`config.mk`:
```
export PLATFORM = sky130hd
export DESIGN_NAME = scooter_telemetry_frame_decoder_flat
export DESIGN_NICKNAME = d
export VERILOG_FILES = /design/src/design/stfd_pkg.sv /design/src/design/stfd_if.sv /design/src/design/scooter_telemetry_frame_decoder.sv /design/src/design/stfd_front.sv /design/src/design/stfd_queue.sv /design/src/design/stfd_back.sv /design/src/flat_wrapper.sv
export VERILOG_INCLUDE_DIRS = /design/src /design/src/design
export SDC_FILE = /design/constraint.sdc
export NUM_CORES = 2
export LEC_CHECK = 0
export ABC_CLOCK_PERIOD_IN_PS = 16200
export BUFFER_PORTS_ARGS = -buffer_cell sky130_fd_sc_hd__buf_2
export CORE_UTILIZATION = 49
export DETAILED_ROUTE_END_ITERATION = 12
export PLACE_DENSITY = 0.65
export SYNTH_ARGS = -nofsm -noshare
export SYNTH_HDL_FRONTEND = slang
export SYNTH_HIERARCHICAL = 1
export SYNTH_SLANG_ARGS = --single-unit
```
`constraint.sdc`:
```
create_clock -name clk -period 16.2 [get_ports clk]
set_input_delay 0.81 -clock clk [delete_from_list [all_inputs] [get_ports clk]]
set_output_delay 0.81 -clock clk [all_outputs]
set_load 0.02 [all_outputs]
```
`src/design/scooter_telemetry_frame_decoder_macros.svh`:
```
// assertion macros for the scooter telemetry frame decoder
// included by the modules that carry concurrent checks; no dependencies
`ifndef SCOOTER_TELEMETRY_FRAME_DECODER_MACROS_SVH
`define SCOOTER_TELEMETRY_FRAME_DECODER_MACROS_SVH
`ifndef NO_ASSERTIONS
`define STFD_ASSERT_NOW(lbl, clk, rst_n, ante, cons) \
  lbl: assert property (@(posedge clk) disable iff (!rst_n) (ante) |-> (cons)) \
    else $error("stfd same-cycle check failed");
`define STFD_ASSERT_NEXT(lbl, clk, rst_n, ante, cons) \
  lbl: assert property (@(posedge clk) disable iff (!rst_n) (ante) |=> (cons)) \
    else $error("stfd next-cycle check failed");
`else
`define STFD_ASSERT_NOW(lbl, clk, rst_n, ante, cons)
`define STFD_ASSERT_NEXT(lbl, clk, rst_n, ante, cons)
`endif
`endif

```
`src/design/stfd_pkg.sv`:
```
// shared types and constants of the scooter telemetry frame decoder
// no dependencies
package stfd_pkg;

  localparam logic [7:0] HEADER_BYTE = 8'hAF;
  localparam logic [7:0] TYPE_LIVE   = 8'd0;
  localparam logic [7:0] TYPE_PRESET = 8'd1;

  localparam logic [1:0] KIND_LIVE    = 2'd0;
  localparam logic [1:0] KIND_PRESET  = 2'd1;
  localparam logic [1:0] KIND_IGNORED = 2'd2;

  // bytes 0..20 are the only ones the decode looks at
  localparam int STORE_BYTES = 21;
  localparam int STORE_AW    = $clog2(STORE_BYTES);

  localparam int QUEUE_DEPTH = 2;
  localparam int QUEUE_AW    = $clog2(QUEUE_DEPTH);

  typedef struct packed {
    logic [1:0]  kind;
    logic [7:0]  gear_byte;
    logic [7:0]  charge;
    logic [15:0] speed;
    logic [15:0] voltage;
    logic [15:0] current_raw;
    logic [7:0]  temperature;
    logic [15:0] trip;
    logic [23:0] total;
    logic [23:0] presets;
    logic [31:0] now_ms;
  } desc_t;

  typedef struct packed {
    logic full;
    logic empty;
  } q_status_t;

endpackage

```
`src/design/stfd_if.sv`:
```
// valid/ready channels of the frame decoder: byte input and result output
// depends on nothing but plain logic types
interface stfd_in_if;
  logic        valid;
  logic        ready;
  logic [7:0]  data_byte;
  logic        last_byte;
  logic [31:0] now_ms;

  modport source (output valid, output data_byte, output last_byte, output now_ms,
                  input ready);
  modport sink (input valid, input data_byte, input last_byte, input now_ms,
                output ready);
endinterface

interface stfd_out_if;
  logic               valid;
  logic               ready;
  logic [1:0]         frame_kind;
  logic [8:0]         gear_level;
  logic [7:0]         charge_percent;
  logic [15:0]        speed_milli_kmh;
  logic [15:0]        voltage_decivolts;
  logic signed [15:0] current_centiamps;
  logic [7:0]         temperature_c;
  logic [15:0]        trip_decikm;
  logic [23:0]        total_decikm;
  logic signed [63:0] energy_micro_ws;
  logic [23:0]        speed_presets;
  logic [31:0]        notification_count;

  modport source (output valid, output frame_kind, output gear_level,
                  output charge_percent, output speed_milli_kmh,
                  output voltage_decivolts, output current_centiamps,
                  output temperature_c, output trip_decikm, output total_decikm,
                  output energy_micro_ws, output speed_presets,
                  output notification_count, input ready);
  modport sink (input valid, input frame_kind, input gear_level,
                input charge_percent, input speed_milli_kmh,
                input voltage_decivolts, input current_centiamps,
                input temperature_c, input trip_decikm, input total_decikm,
                input energy_micro_ws, input speed_presets,
                input notification_count, output ready);
endinterface

```
`src/design/scooter_telemetry_frame_decoder.sv`:
```
// scooter telemetry frame decoder, top level
// depends on stfd_pkg, stfd_if, stfd_front, stfd_queue, stfd_back
//
// in_ch carries notification bytes, one item per byte, with last_byte on the
// final byte and now_ms giving the arrival time. out_ch gives one item per
// notification: its kind and all held ride values, energy and count.
// Bytes are taken at one per cycle as long as the two-entry notification
// queue has room; a notification of one byte is enough to fill an entry.
// The result passes the queue, then the back end goes straight to its
// output state for presets, ignored or first live frames, and via its
// multiply and accumulate states for live frames that add energy (the
// voltage*current product and the *elapsed-ms product take one registered
// multiplier stage each, then a saturating 64-bit add). The back end takes
// no new notification before out_ch has taken the last; while out_ch stalls
// the result stays put and the front takes bytes until the queue is full,
// then drops in_ch.ready. Synchronous reset clears position, held values,
// energy, time base, count and the queue; the frame byte store is left as is.
module scooter_telemetry_frame_decoder #(
  parameter int FRAME_LENGTH = 25
) (
  input logic        clk,
  input logic        rst_n,
  stfd_in_if.sink    in_ch,
  stfd_out_if.source out_ch
);
  import stfd_pkg::*;

  logic      push, pop;
  desc_t     push_desc, pop_desc;
  q_status_t q_status;

  stfd_front #(
    .FRAME_LENGTH(FRAME_LENGTH)
  ) u_front (
    .clk       (clk),
    .rst_n     (rst_n),
    .in_ch     (in_ch),
    .q_status  (q_status),
    .push      (push),
    .push_desc (push_desc)
  );

  stfd_queue u_queue (
    .clk       (clk),
    .rst_n     (rst_n),
    .push      (push),
    .push_desc (push_desc),
    .pop       (pop),
    .pop_desc  (pop_desc),
    .q_status  (q_status)
  );

  stfd_back u_back (
    .clk      (clk),
    .rst_n    (rst_n),
    .q_status (q_status),
    .pop_desc (pop_desc),
    .pop      (pop),
    .out_ch   (out_ch)
  );

endmodule

```
`src/design/stfd_front.sv`:
```
// front end: takes payload bytes, collects the frame and classifies it
// depends on stfd_pkg, stfd_if and the macro header
`include "scooter_telemetry_frame_decoder_macros.svh"

module stfd_front #(
  parameter int FRAME_LENGTH = 25
) (
  input  logic                clk,
  input  logic                rst_n,
  stfd_in_if.sink             in_ch,
  input  stfd_pkg::q_status_t q_status,
  output logic                push,
  output stfd_pkg::desc_t     push_desc
);
  import stfd_pkg::*;

  localparam int PW = $clog2(FRAME_LENGTH + 1);
  localparam logic [PW-1:0] LAST_POS = PW'(FRAME_LENGTH);
  localparam logic [PW-1:0] STORE_END = PW'(STORE_BYTES);

  logic [PW-1:0] pos_r, pos_nxt;
  logic          ovf_r, ovf_nxt;
  logic [7:0]    store_r [STORE_BYTES];
  logic [7:0]    cur [STORE_BYTES];
  logic          accept, room, ovf_after, frame_ok;
  logic [PW-1:0] pos_after;

  assign in_ch.ready = !q_status.full;
  assign accept      = in_ch.valid && in_ch.ready;
  assign room        = pos_r < LAST_POS;
  assign pos_after   = room ? pos_r + PW'(1) : pos_r;
  assign ovf_after   = ovf_r | !room;

  // frame bytes as they stand once this item is written
  always_comb begin
    for (int i = 0; i < STORE_BYTES; i++) begin
      cur[i] = (room && pos_r == PW'(i)) ? in_ch.data_byte : store_r[i];
    end
  end

  assign frame_ok = !ovf_after && pos_after == LAST_POS && cur[0] == HEADER_BYTE;

  always_comb begin
    push_desc.kind = KIND_IGNORED;
    if (frame_ok && cur[1] == TYPE_LIVE) begin
      push_desc.kind = KIND_LIVE;
    end else if (frame_ok && cur[1] == TYPE_PRESET) begin
      push_desc.kind = KIND_PRESET;
    end
    push_desc.gear_byte   = cur[4];
    push_desc.charge      = cur[5];
    push_desc.speed       = {cur[6], cur[7]};
    push_desc.voltage     = {cur[10], cur[11]};
    push_desc.current_raw = {cur[12], cur[13]};
    push_desc.temperature = cur[14];
    push_desc.trip        = {cur[16], cur[17]};
    push_desc.total       = {cur[18], cur[19], cur[20]};
    push_desc.presets     = {cur[4], cur[5], cur[6]};
    push_desc.now_ms      = in_ch.now_ms;
  end

  assign push = accept && in_ch.last_byte;

  always_comb begin
    pos_nxt = pos_r;
    ovf_nxt = ovf_r;
    if (accept) begin
      if (in_ch.last_byte) begin
        pos_nxt = '0;
        ovf_nxt = 1'b0;
      end else begin
        pos_nxt = pos_after;
        ovf_nxt = ovf_after;
      end
    end
  end

  always_ff @(posedge clk) begin
    if (!rst_n) begin
      pos_r <= '0;
      ovf_r <= 1'b0;
    end else begin
      pos_r <= pos_nxt;
      ovf_r <= ovf_nxt;
    end
  end

  always_ff @(posedge clk) begin
    if (accept && pos_r < STORE_END) begin
      store_r[pos_r[STORE_AW-1:0]] <= in_ch.data_byte;
    end
  end

  `STFD_ASSERT_NOW(a_pos_bound, clk, rst_n, 1'b1, pos_r <= LAST_POS)
  `STFD_ASSERT_NOW(a_push_room, clk, rst_n, push, !q_status.full)
  `STFD_ASSERT_NEXT(a_last_clears, clk, rst_n, push, pos_r == '0 && !ovf_r)

endmodule

```
`src/design/stfd_queue.sv`:
```
// two-entry queue of classified notifications between front and back
// depends on stfd_pkg
module stfd_queue (
  input  logic                clk,
  input  logic                rst_n,
  input  logic                push,
  input  stfd_pkg::desc_t     push_desc,
  input  logic                pop,
  output stfd_pkg::desc_t     pop_desc,
  output stfd_pkg::q_status_t q_status
);
  import stfd_pkg::*;

  localparam logic [QUEUE_AW:0] DEPTH_CNT = (QUEUE_AW + 1)'(QUEUE_DEPTH);

  desc_t               mem_r [QUEUE_DEPTH];
  logic [QUEUE_AW-1:0] wr_r, wr_nxt, rd_r, rd_nxt;
  logic [QUEUE_AW:0]   cnt_r, cnt_nxt;

  assign q_status.full  = cnt_r == DEPTH_CNT;
  assign q_status.empty = cnt_r == '0;
  assign pop_desc       = mem_r[rd_r];

  always_comb begin
    wr_nxt  = wr_r;
    rd_nxt  = rd_r;
    cnt_nxt = cnt_r;
    if (push) begin
      wr_nxt = wr_r + QUEUE_AW'(1);
    end
    if (pop) begin
      rd_nxt = rd_r + QUEUE_AW'(1);
    end
    if (push && !pop) begin
      cnt_nxt = cnt_r + (QUEUE_AW + 1)'(1);
    end else if (pop && !push) begin
      cnt_nxt = cnt_r - (QUEUE_AW + 1)'(1);
    end
  end

  always_ff @(posedge clk) begin
    if (!rst_n) begin
      wr_r  <= '0;
      rd_r  <= '0;
      cnt_r <= '0;
    end else begin
      wr_r  <= wr_nxt;
      rd_r  <= rd_nxt;
      cnt_r <= cnt_nxt;
    end
  end

  always_ff @(posedge clk) begin
    if (push) begin
      mem_r[wr_r] <= push_desc;
    end
  end

endmodule

```
`src/design/stfd_back.sv`:
```
// back end: applies classified notifications to the held values,
// accumulates energy and presents the result; depends on stfd_pkg, stfd_if and the macro header
`include "scooter_telemetry_frame_decoder_macros.svh"

module stfd_back (
  input  logic                clk,
  input  logic                rst_n,
  input  stfd_pkg::q_status_t q_status,
  input  stfd_pkg::desc_t     pop_desc,
  output logic                pop,
  stfd_out_if.source          out_ch
);
  import stfd_pkg::*;

  localparam logic [1:0] ST_IDLE = 2'd0;
  localparam logic [1:0] ST_MUL  = 2'd1;
  localparam logic [1:0] ST_ACC  = 2'd2;
  localparam logic [1:0] ST_OUT  = 2'd3;

  localparam logic signed [63:0] E_MAX = {1'b0, {63{1'b1}}};
  localparam logic signed [63:0] E_MIN = {1'b1, {63{1'b0}}};

  typedef struct packed {
    logic [8:0]  gear;
    logic [7:0]  charge;
    logic [15:0] speed;
    logic [15:0] voltage;
    logic [15:0] current;
    logic [7:0]  temperature;
    logic [15:0] trip;
    logic [23:0] total;
    logic [23:0] presets;
  } held_t;

  logic [1:0]         state_r, state_nxt;
  held_t              held_r, held_nxt;
  logic [1:0]         kind_r, kind_nxt;
  logic signed [63:0] energy_r, energy_nxt;
  logic [31:0]        prev_r, prev_nxt;
  logic               known_r, known_nxt;
  logic [31:0]        count_r, count_nxt;
  logic [30:0]        pv_r, pv_nxt;
  logic [31:0]        dt_r, dt_nxt;
  logic               neg_r, neg_nxt;
  logic [62:0]        prod_r, prod_nxt;
  logic [14:0]        cur_mag;
  logic signed [64:0] sum;
  logic               live;

  // raw of 0x8000 and above means raw - 65535, i.e. raw + 1 in 16 bits
  assign cur_mag = pop_desc.current_raw[15] ? ~pop_desc.current_raw[14:0]
                                            : pop_desc.current_raw[14:0];
  assign live = pop_desc.kind == KIND_LIVE;
  assign pop  = state_r == ST_IDLE && !q_status.empty;

  assign sum = neg_r ? {energy_r[63], energy_r} - {2'b00, prod_r}
                     : {energy_r[63], energy_r} + {2'b00, prod_r};

  always_comb begin
    state_nxt  = state_r;
    held_nxt   = held_r;
    kind_nxt   = kind_r;
    energy_nxt = energy_r;
    prev_nxt   = prev_r;
    known_nxt  = known_r;
    count_nxt  = count_r;
    pv_nxt     = pv_r;
    dt_nxt     = dt_r;
    neg_nxt    = neg_r;
    prod_nxt   = prod_r;
    unique case (state_r)
      ST_IDLE: begin
        if (pop) begin
          count_nxt = count_r + 32'd1;
          kind_nxt  = pop_desc.kind;
          state_nxt = ST_OUT;
          if (live) begin
            held_nxt.gear        = {1'b0, pop_desc.gear_byte} + 9'd1;
            held_nxt.charge      = pop_desc.charge;
            held_nxt.speed       = pop_desc.speed;
            held_nxt.voltage     = pop_desc.voltage;
            held_nxt.current     = pop_desc.current_raw[15] ?
                                   pop_desc.current_raw + 16'd1 : pop_desc.current_raw;
            held_nxt.temperature = pop_desc.temperature;
            held_nxt.trip        = pop_desc.trip;
            held_nxt.total       = pop_desc.total;
            prev_nxt             = pop_desc.now_ms;
            known_nxt            = 1'b1;
            // the first live frame sets the time base without adding energy
            if (known_r) begin
              pv_nxt    = 31'(pop_desc.voltage) * 31'(cur_mag);
              dt_nxt    = pop_desc.now_ms - prev_r;
              neg_nxt   = pop_desc.current_raw[15];
              state_nxt = ST_MUL;
            end
          end else if (pop_desc.kind == KIND_PRESET) begin
            held_nxt.presets = pop_desc.presets;
          end
        end
      end
      ST_MUL: begin
        prod_nxt  = 63'(pv_r) * 63'(dt_r);
        state_nxt = ST_ACC;
      end
      ST_ACC: begin
        if (sum[64] != sum[63]) begin
          energy_nxt = sum[64] ? E_MIN : E_MAX;
        end else begin
          energy_nxt = sum[63:0];
        end
        state_nxt = ST_OUT;
      end
      ST_OUT: begin
        if (out_ch.ready) begin
          state_nxt = ST_IDLE;
        end
      end
      default: state_nxt = ST_IDLE;
    endcase
  end

  always_ff @(posedge clk) begin
    if (!rst_n) begin
      state_r  <= ST_IDLE;
      held_r   <= '0;
      kind_r   <= KIND_IGNORED;
      energy_r <= '0;
      prev_r   <= '0;
      known_r  <= 1'b0;
      count_r  <= '0;
    end else begin
      state_r  <= state_nxt;
      held_r   <= held_nxt;
      kind_r   <= kind_nxt;
      energy_r <= energy_nxt;
      prev_r   <= prev_nxt;
      known_r  <= known_nxt;
      count_r  <= count_nxt;
    end
  end

  always_ff @(posedge clk) begin
    pv_r   <= pv_nxt;
    dt_r   <= dt_nxt;
    neg_r  <= neg_nxt;
    prod_r <= prod_nxt;
  end

  // held registers are frozen in ST_OUT, so the result can be read straight off them
  assign out_ch.valid              = state_r == ST_OUT;
  assign out_ch.frame_kind         = kind_r;
  assign out_ch.gear_level         = held_r.gear;
  assign out_ch.charge_percent     = held_r.charge;
  assign out_ch.speed_milli_kmh    = held_r.speed;
  assign out_ch.voltage_decivolts  = held_r.voltage;
  assign out_ch.current_centiamps  = $signed(held_r.current);
  assign out_ch.temperature_c      = held_r.temperature;
  assign out_ch.trip_decikm        = held_r.trip;
  assign out_ch.total_decikm       = held_r.total;
  assign out_ch.energy_micro_ws    = energy_r;
  assign out_ch.speed_presets      = held_r.presets;
  assign out_ch.notification_count = count_r;

  `STFD_ASSERT_NEXT(a_count_step, clk, rst_n, pop, count_r == $past(count_r) + 32'd1)
  `STFD_ASSERT_NEXT(a_energy_path, clk, rst_n, pop && live && known_r, state_r == ST_MUL)
  `STFD_ASSERT_NEXT(a_stall_holds, clk, rst_n, out_ch.valid && !out_ch.ready,
                    $stable(count_r) && $stable(energy_r) && $stable(held_r))

endmodule
```
`src/flat_wrapper.sv`:
```
// flat-port wrapper written by rule: the top's interface ports become plain ports
module scooter_telemetry_frame_decoder_flat import stfd_pkg::*;
#(
  parameter int FRAME_LENGTH = 25
)
  (clk, rst_n, in_ch_valid, in_ch_data_byte, in_ch_last_byte, in_ch_now_ms, in_ch_ready, out_ch_valid, out_ch_frame_kind, out_ch_gear_level, out_ch_charge_percent, out_ch_speed_milli_kmh, out_ch_voltage_decivolts, out_ch_current_centiamps, out_ch_temperature_c, out_ch_trip_decikm, out_ch_total_decikm, out_ch_energy_micro_ws, out_ch_speed_presets, out_ch_notification_count, out_ch_ready);
  stfd_in_if in_ch_i ();
  stfd_out_if out_ch_i ();
  input logic clk;
  input logic rst_n;
  input wire logic [$bits(in_ch_i.valid)-1:0] in_ch_valid;
  input wire logic [$bits(in_ch_i.data_byte)-1:0] in_ch_data_byte;
  input wire logic [$bits(in_ch_i.last_byte)-1:0] in_ch_last_byte;
  input wire logic [$bits(in_ch_i.now_ms)-1:0] in_ch_now_ms;
  output wire logic [$bits(in_ch_i.ready)-1:0] in_ch_ready;
  output wire logic [$bits(out_ch_i.valid)-1:0] out_ch_valid;
  output wire logic [$bits(out_ch_i.frame_kind)-1:0] out_ch_frame_kind;
  output wire logic [$bits(out_ch_i.gear_level)-1:0] out_ch_gear_level;
  output wire logic [$bits(out_ch_i.charge_percent)-1:0] out_ch_charge_percent;
  output wire logic [$bits(out_ch_i.speed_milli_kmh)-1:0] out_ch_speed_milli_kmh;
  output wire logic [$bits(out_ch_i.voltage_decivolts)-1:0] out_ch_voltage_decivolts;
  output wire logic [$bits(out_ch_i.current_centiamps)-1:0] out_ch_current_centiamps;
  output wire logic [$bits(out_ch_i.temperature_c)-1:0] out_ch_temperature_c;
  output wire logic [$bits(out_ch_i.trip_decikm)-1:0] out_ch_trip_decikm;
  output wire logic [$bits(out_ch_i.total_decikm)-1:0] out_ch_total_decikm;
  output wire logic [$bits(out_ch_i.energy_micro_ws)-1:0] out_ch_energy_micro_ws;
  output wire logic [$bits(out_ch_i.speed_presets)-1:0] out_ch_speed_presets;
  output wire logic [$bits(out_ch_i.notification_count)-1:0] out_ch_notification_count;
  input wire logic [$bits(out_ch_i.ready)-1:0] out_ch_ready;
  assign in_ch_i.valid = in_ch_valid;
  assign in_ch_i.data_byte = in_ch_data_byte;
  assign in_ch_i.last_byte = in_ch_last_byte;
  assign in_ch_i.now_ms = in_ch_now_ms;
  assign in_ch_ready = in_ch_i.ready;
  assign out_ch_valid = out_ch_i.valid;
  assign out_ch_frame_kind = out_ch_i.frame_kind;
  assign out_ch_gear_level = out_ch_i.gear_level;
  assign out_ch_charge_percent = out_ch_i.charge_percent;
  assign out_ch_speed_milli_kmh = out_ch_i.speed_milli_kmh;
  assign out_ch_voltage_decivolts = out_ch_i.voltage_decivolts;
  assign out_ch_current_centiamps = out_ch_i.current_centiamps;
  assign out_ch_temperature_c = out_ch_i.temperature_c;
  assign out_ch_trip_decikm = out_ch_i.trip_decikm;
  assign out_ch_total_decikm = out_ch_i.total_decikm;
  assign out_ch_energy_micro_ws = out_ch_i.energy_micro_ws;
  assign out_ch_speed_presets = out_ch_i.speed_presets;
  assign out_ch_notification_count = out_ch_i.notification_count;
  assign out_ch_i.ready = out_ch_ready;
  scooter_telemetry_frame_decoder #(.FRAME_LENGTH(FRAME_LENGTH)) u_core (.clk(clk), .rst_n(rst_n), .in_ch(in_ch_i), .out_ch(out_ch_i));
endmodule
```
==> flow_summary.ini <==
[global_route]
grtUsageTotal = 0.252
grt_pass1_wl_mm = 323
grt_max_degree = 167
antenna_found_initial = 14
grt_overflow_total = 0
grt_pass1_vias = 57600

[cts]
h-tree-depth = 3
clk_latency_ps = 740
clk_path_buf_depth = 3
cts_made_buffers = 95
cts_hold_buf = 0
cts.sinks = 876
cts_root_buf = clkbuf_16
cts.clk_slew.worst_paths_ps = 60
post_cts_resized = 0
cts_tree = done
postCtsSetupBuffers = 0

[yosys]
synthXorXnorAreaFrac = 0.0323
synth_top_family_by_area = adder cells
synth_area_sq_um = 80100
synth.top_cells.by_area = fa_1, edfxtp_1, ha_1
synthSimpleGateAreaFrac = 0.136
syn_nets = 9252
synth_common_cells = inv_1, fa_1, nand2_1
yosysMostFrequentCell = inv_1
ys_dominant_reg_cell = edfxtp_1
ys_ff_latch = 876
synth_compound_area_frac = 0.0746
yosys_warnings = 6
async_reset_ff_frac = 0
synth_edf_count = 595
syn_inst = 7699
syn-mean-instance-area_sq_um = 10.4
synth_fa_ha_area_frac = 0.342
yosysTopAreaCell = fa_1
seq_area_frac_synth = 0.293
yosys-mux-area-fraction = 0.0448
synth_cell_type_count = 95
synth.top_cell.area_share = 0.262

[run]
cap_violations = 0

[placed_design]
routabilityCongestion = 0.889
dp_hpwl_mm = 145
port_buffers = 281

[die]
die_h_um = 406
coreArea_sq_um = 161000
io_pins = 282
rows = 147
die_w_um = 406
start_util = 0.496
die_area_sq_um = 165000

[layout]
multi_input_area_sq_um = 50500
drive_gt1_frac = 0.116
fin_nets = 9270
syn2layout_area_growth_pct = 7.66
fillerInstances = 14300
regArea_sq_um = 23500

[setup_path]
cp-startpoint = u_core/u_back/pv_r[4]
critPathBufInv = 5
cp-start-kind = register
path_class = reg2reg
slowest_stage = a2111oi_0
rrSetupSlack_ps = 6800
r2r_start = u_core/u_back/pv_r[4]
critPathTopFamily = adder cells
worst_path_largest_cell_delay_ps = 1180
critPathArrivalTime_ps = 9840
crit_path_frequent_cell = fa_1
worstPathMaxFanout = 19
crit_path_end_kind = register
crit_required_ps = 16640

[detailed_routing]
routed-wl-met2_mm = 102
met3_length_mm = 11.7
drt-pass1-iter-count = 6
via_per_inst = 5.50
totalWireLength_mm = 205
via_count = 54800
dr.max_layer_used = met5
wl_met1_mm = 83.2
drtIter0Drc = 3431
detail_route.wl_per_cell_um = 20.5
antenna_left = 0
drc = 0

[sta]
setup_viol_count_final = 0
rsz0062_at_grt = no
relSlewSlack = 0.107
finalCritPeriodShare = 0.580
period_needed_ps = 9400
finalSetupTns_ps = 0
tightest_slew_ps = 1310
maxSlewViolCount = 0
finalHoldViolCount = 0
skew_ps = 52.9
fmax_mhz = 106

[status]
outcome = completed

[min_path]
min_from = in_ch_now_ms[26]
hold_path_class = in2reg
-- layout make-up --
cell class | instances | area share
diodes | 4 | 0.000116
clock buffers | 131 | 0.0312
clock inverters | 49 | 0.00682
inverters | 1069 | 0.0465
multi-input cells | 5296 | 0.586
flip-flops and latches | 876 | 0.273
well taps | 2160 | 0.0314
repair buffers | 379 | 0.0254
-- cell families (layout without fill, tap and decap cells) --
logic type,Yosys count,count (layout)
AO/OA/AOI/OAI,939,939
XOR/XNOR,294,294
adder cells (fa/ha/maj),1570,1570
buffers and inverters,1527,1628
flip-flops,876,876
multiplexers,286,286
other,0,4
AND/OR/NAND/NOR,2207,2207
-- flip-flops by register name, summed over array words and instances (netlist names), 24 cells and up, named ones only --
register	cells
u_core/u_back/prev_r	32
u_core/u_back/out_ch.total_decikm	24
u_core/u_back/out_ch.notification_count	32
u_core/u_back/out_ch.energy_micro_ws	64
u_core/u_front/store_r	128
u_core/u_back/pv_r	31
u_core/u_queue/mem_r	340
u_core/u_back/out_ch.speed_presets	24
u_core/u_back/dt_r	32
u_core/u_back/prod_r	63
-- metal layers --
metal	vias to the layer above	GRT usage
li1	24800	-
met1	27900	0.320
met5	-	0
met3	456	0.0366
met2	1696	0.433
met4	10	0.0955
-- through the flow --
stage                     instances  setup slack, ps  hold WS (ps)  utilization  cell area, sq um
final                          9964             6800           262        0.534             86200
after floorplan                7699             6700           438            -             80100
after CTS                      9960             7030           210        0.534             86200
after detailed placement       9780             7110           456        0.514             82900
after global routing           9961             6540           234        0.534             86200
after global placement         9780             7040           451        0.514             82900
-- layout by cell type (no fill, tap or decap), types with 48 or more instances in the layout --
master / instances
a21boi_0: 161
a21o_1: 68
a21oi_1: 302
and2_1: 678
and3_1: 52
buf_2: 280
buf_4: 95
clkbuf_16: 98
dfxtp_1: 280
edfxtp_1: 595
fa_1: 1048
ha_1: 458
inv_1: 1069
mux2_2: 180
mux2_4: 100
nand2_1: 1047
nor2_1: 137
nor3_1: 48
o21ai_0: 166
xnor2_1: 199
xor2_1: 91
-- path summary, 6_finish.rpt --
path	cells after the start	to
worst max-delay path	26	u_core/u_back/prod_r[61]
worst min-delay path	1	u_core/u_queue/mem_r[0][26]
worst max register to register	26	u_core/u_back/prod_r[61]
worst min register to register	2	u_core/u_back/out_ch.speed_milli_kmh[11]
-- worst register-to-register path, cell delays in order (launching register included) --
cell,delay (ps)
edfxtp_1,800
buf_4,380
and2_1,200
fa_1,420
fa_1,500
fa_1,520
inv_1,50
fa_1,480
inv_1,50
fa_1,500
inv_1,60
fa_1,530
inv_1,50
fa_1,490
fa_1,420
ha_1,360
and3_1,240
and3_1,170
a32oi_1,90
o21ai_1,240
nand4_1,250
a2111oi_0,1180
nor2_1,160
o21ai_1,460
a21oi_1,210
o21ai_1,210
xor2_1,80
Power is not shown: default switching activity piles up to over one toggle a cycle in this logic, so the estimate is an artifact.
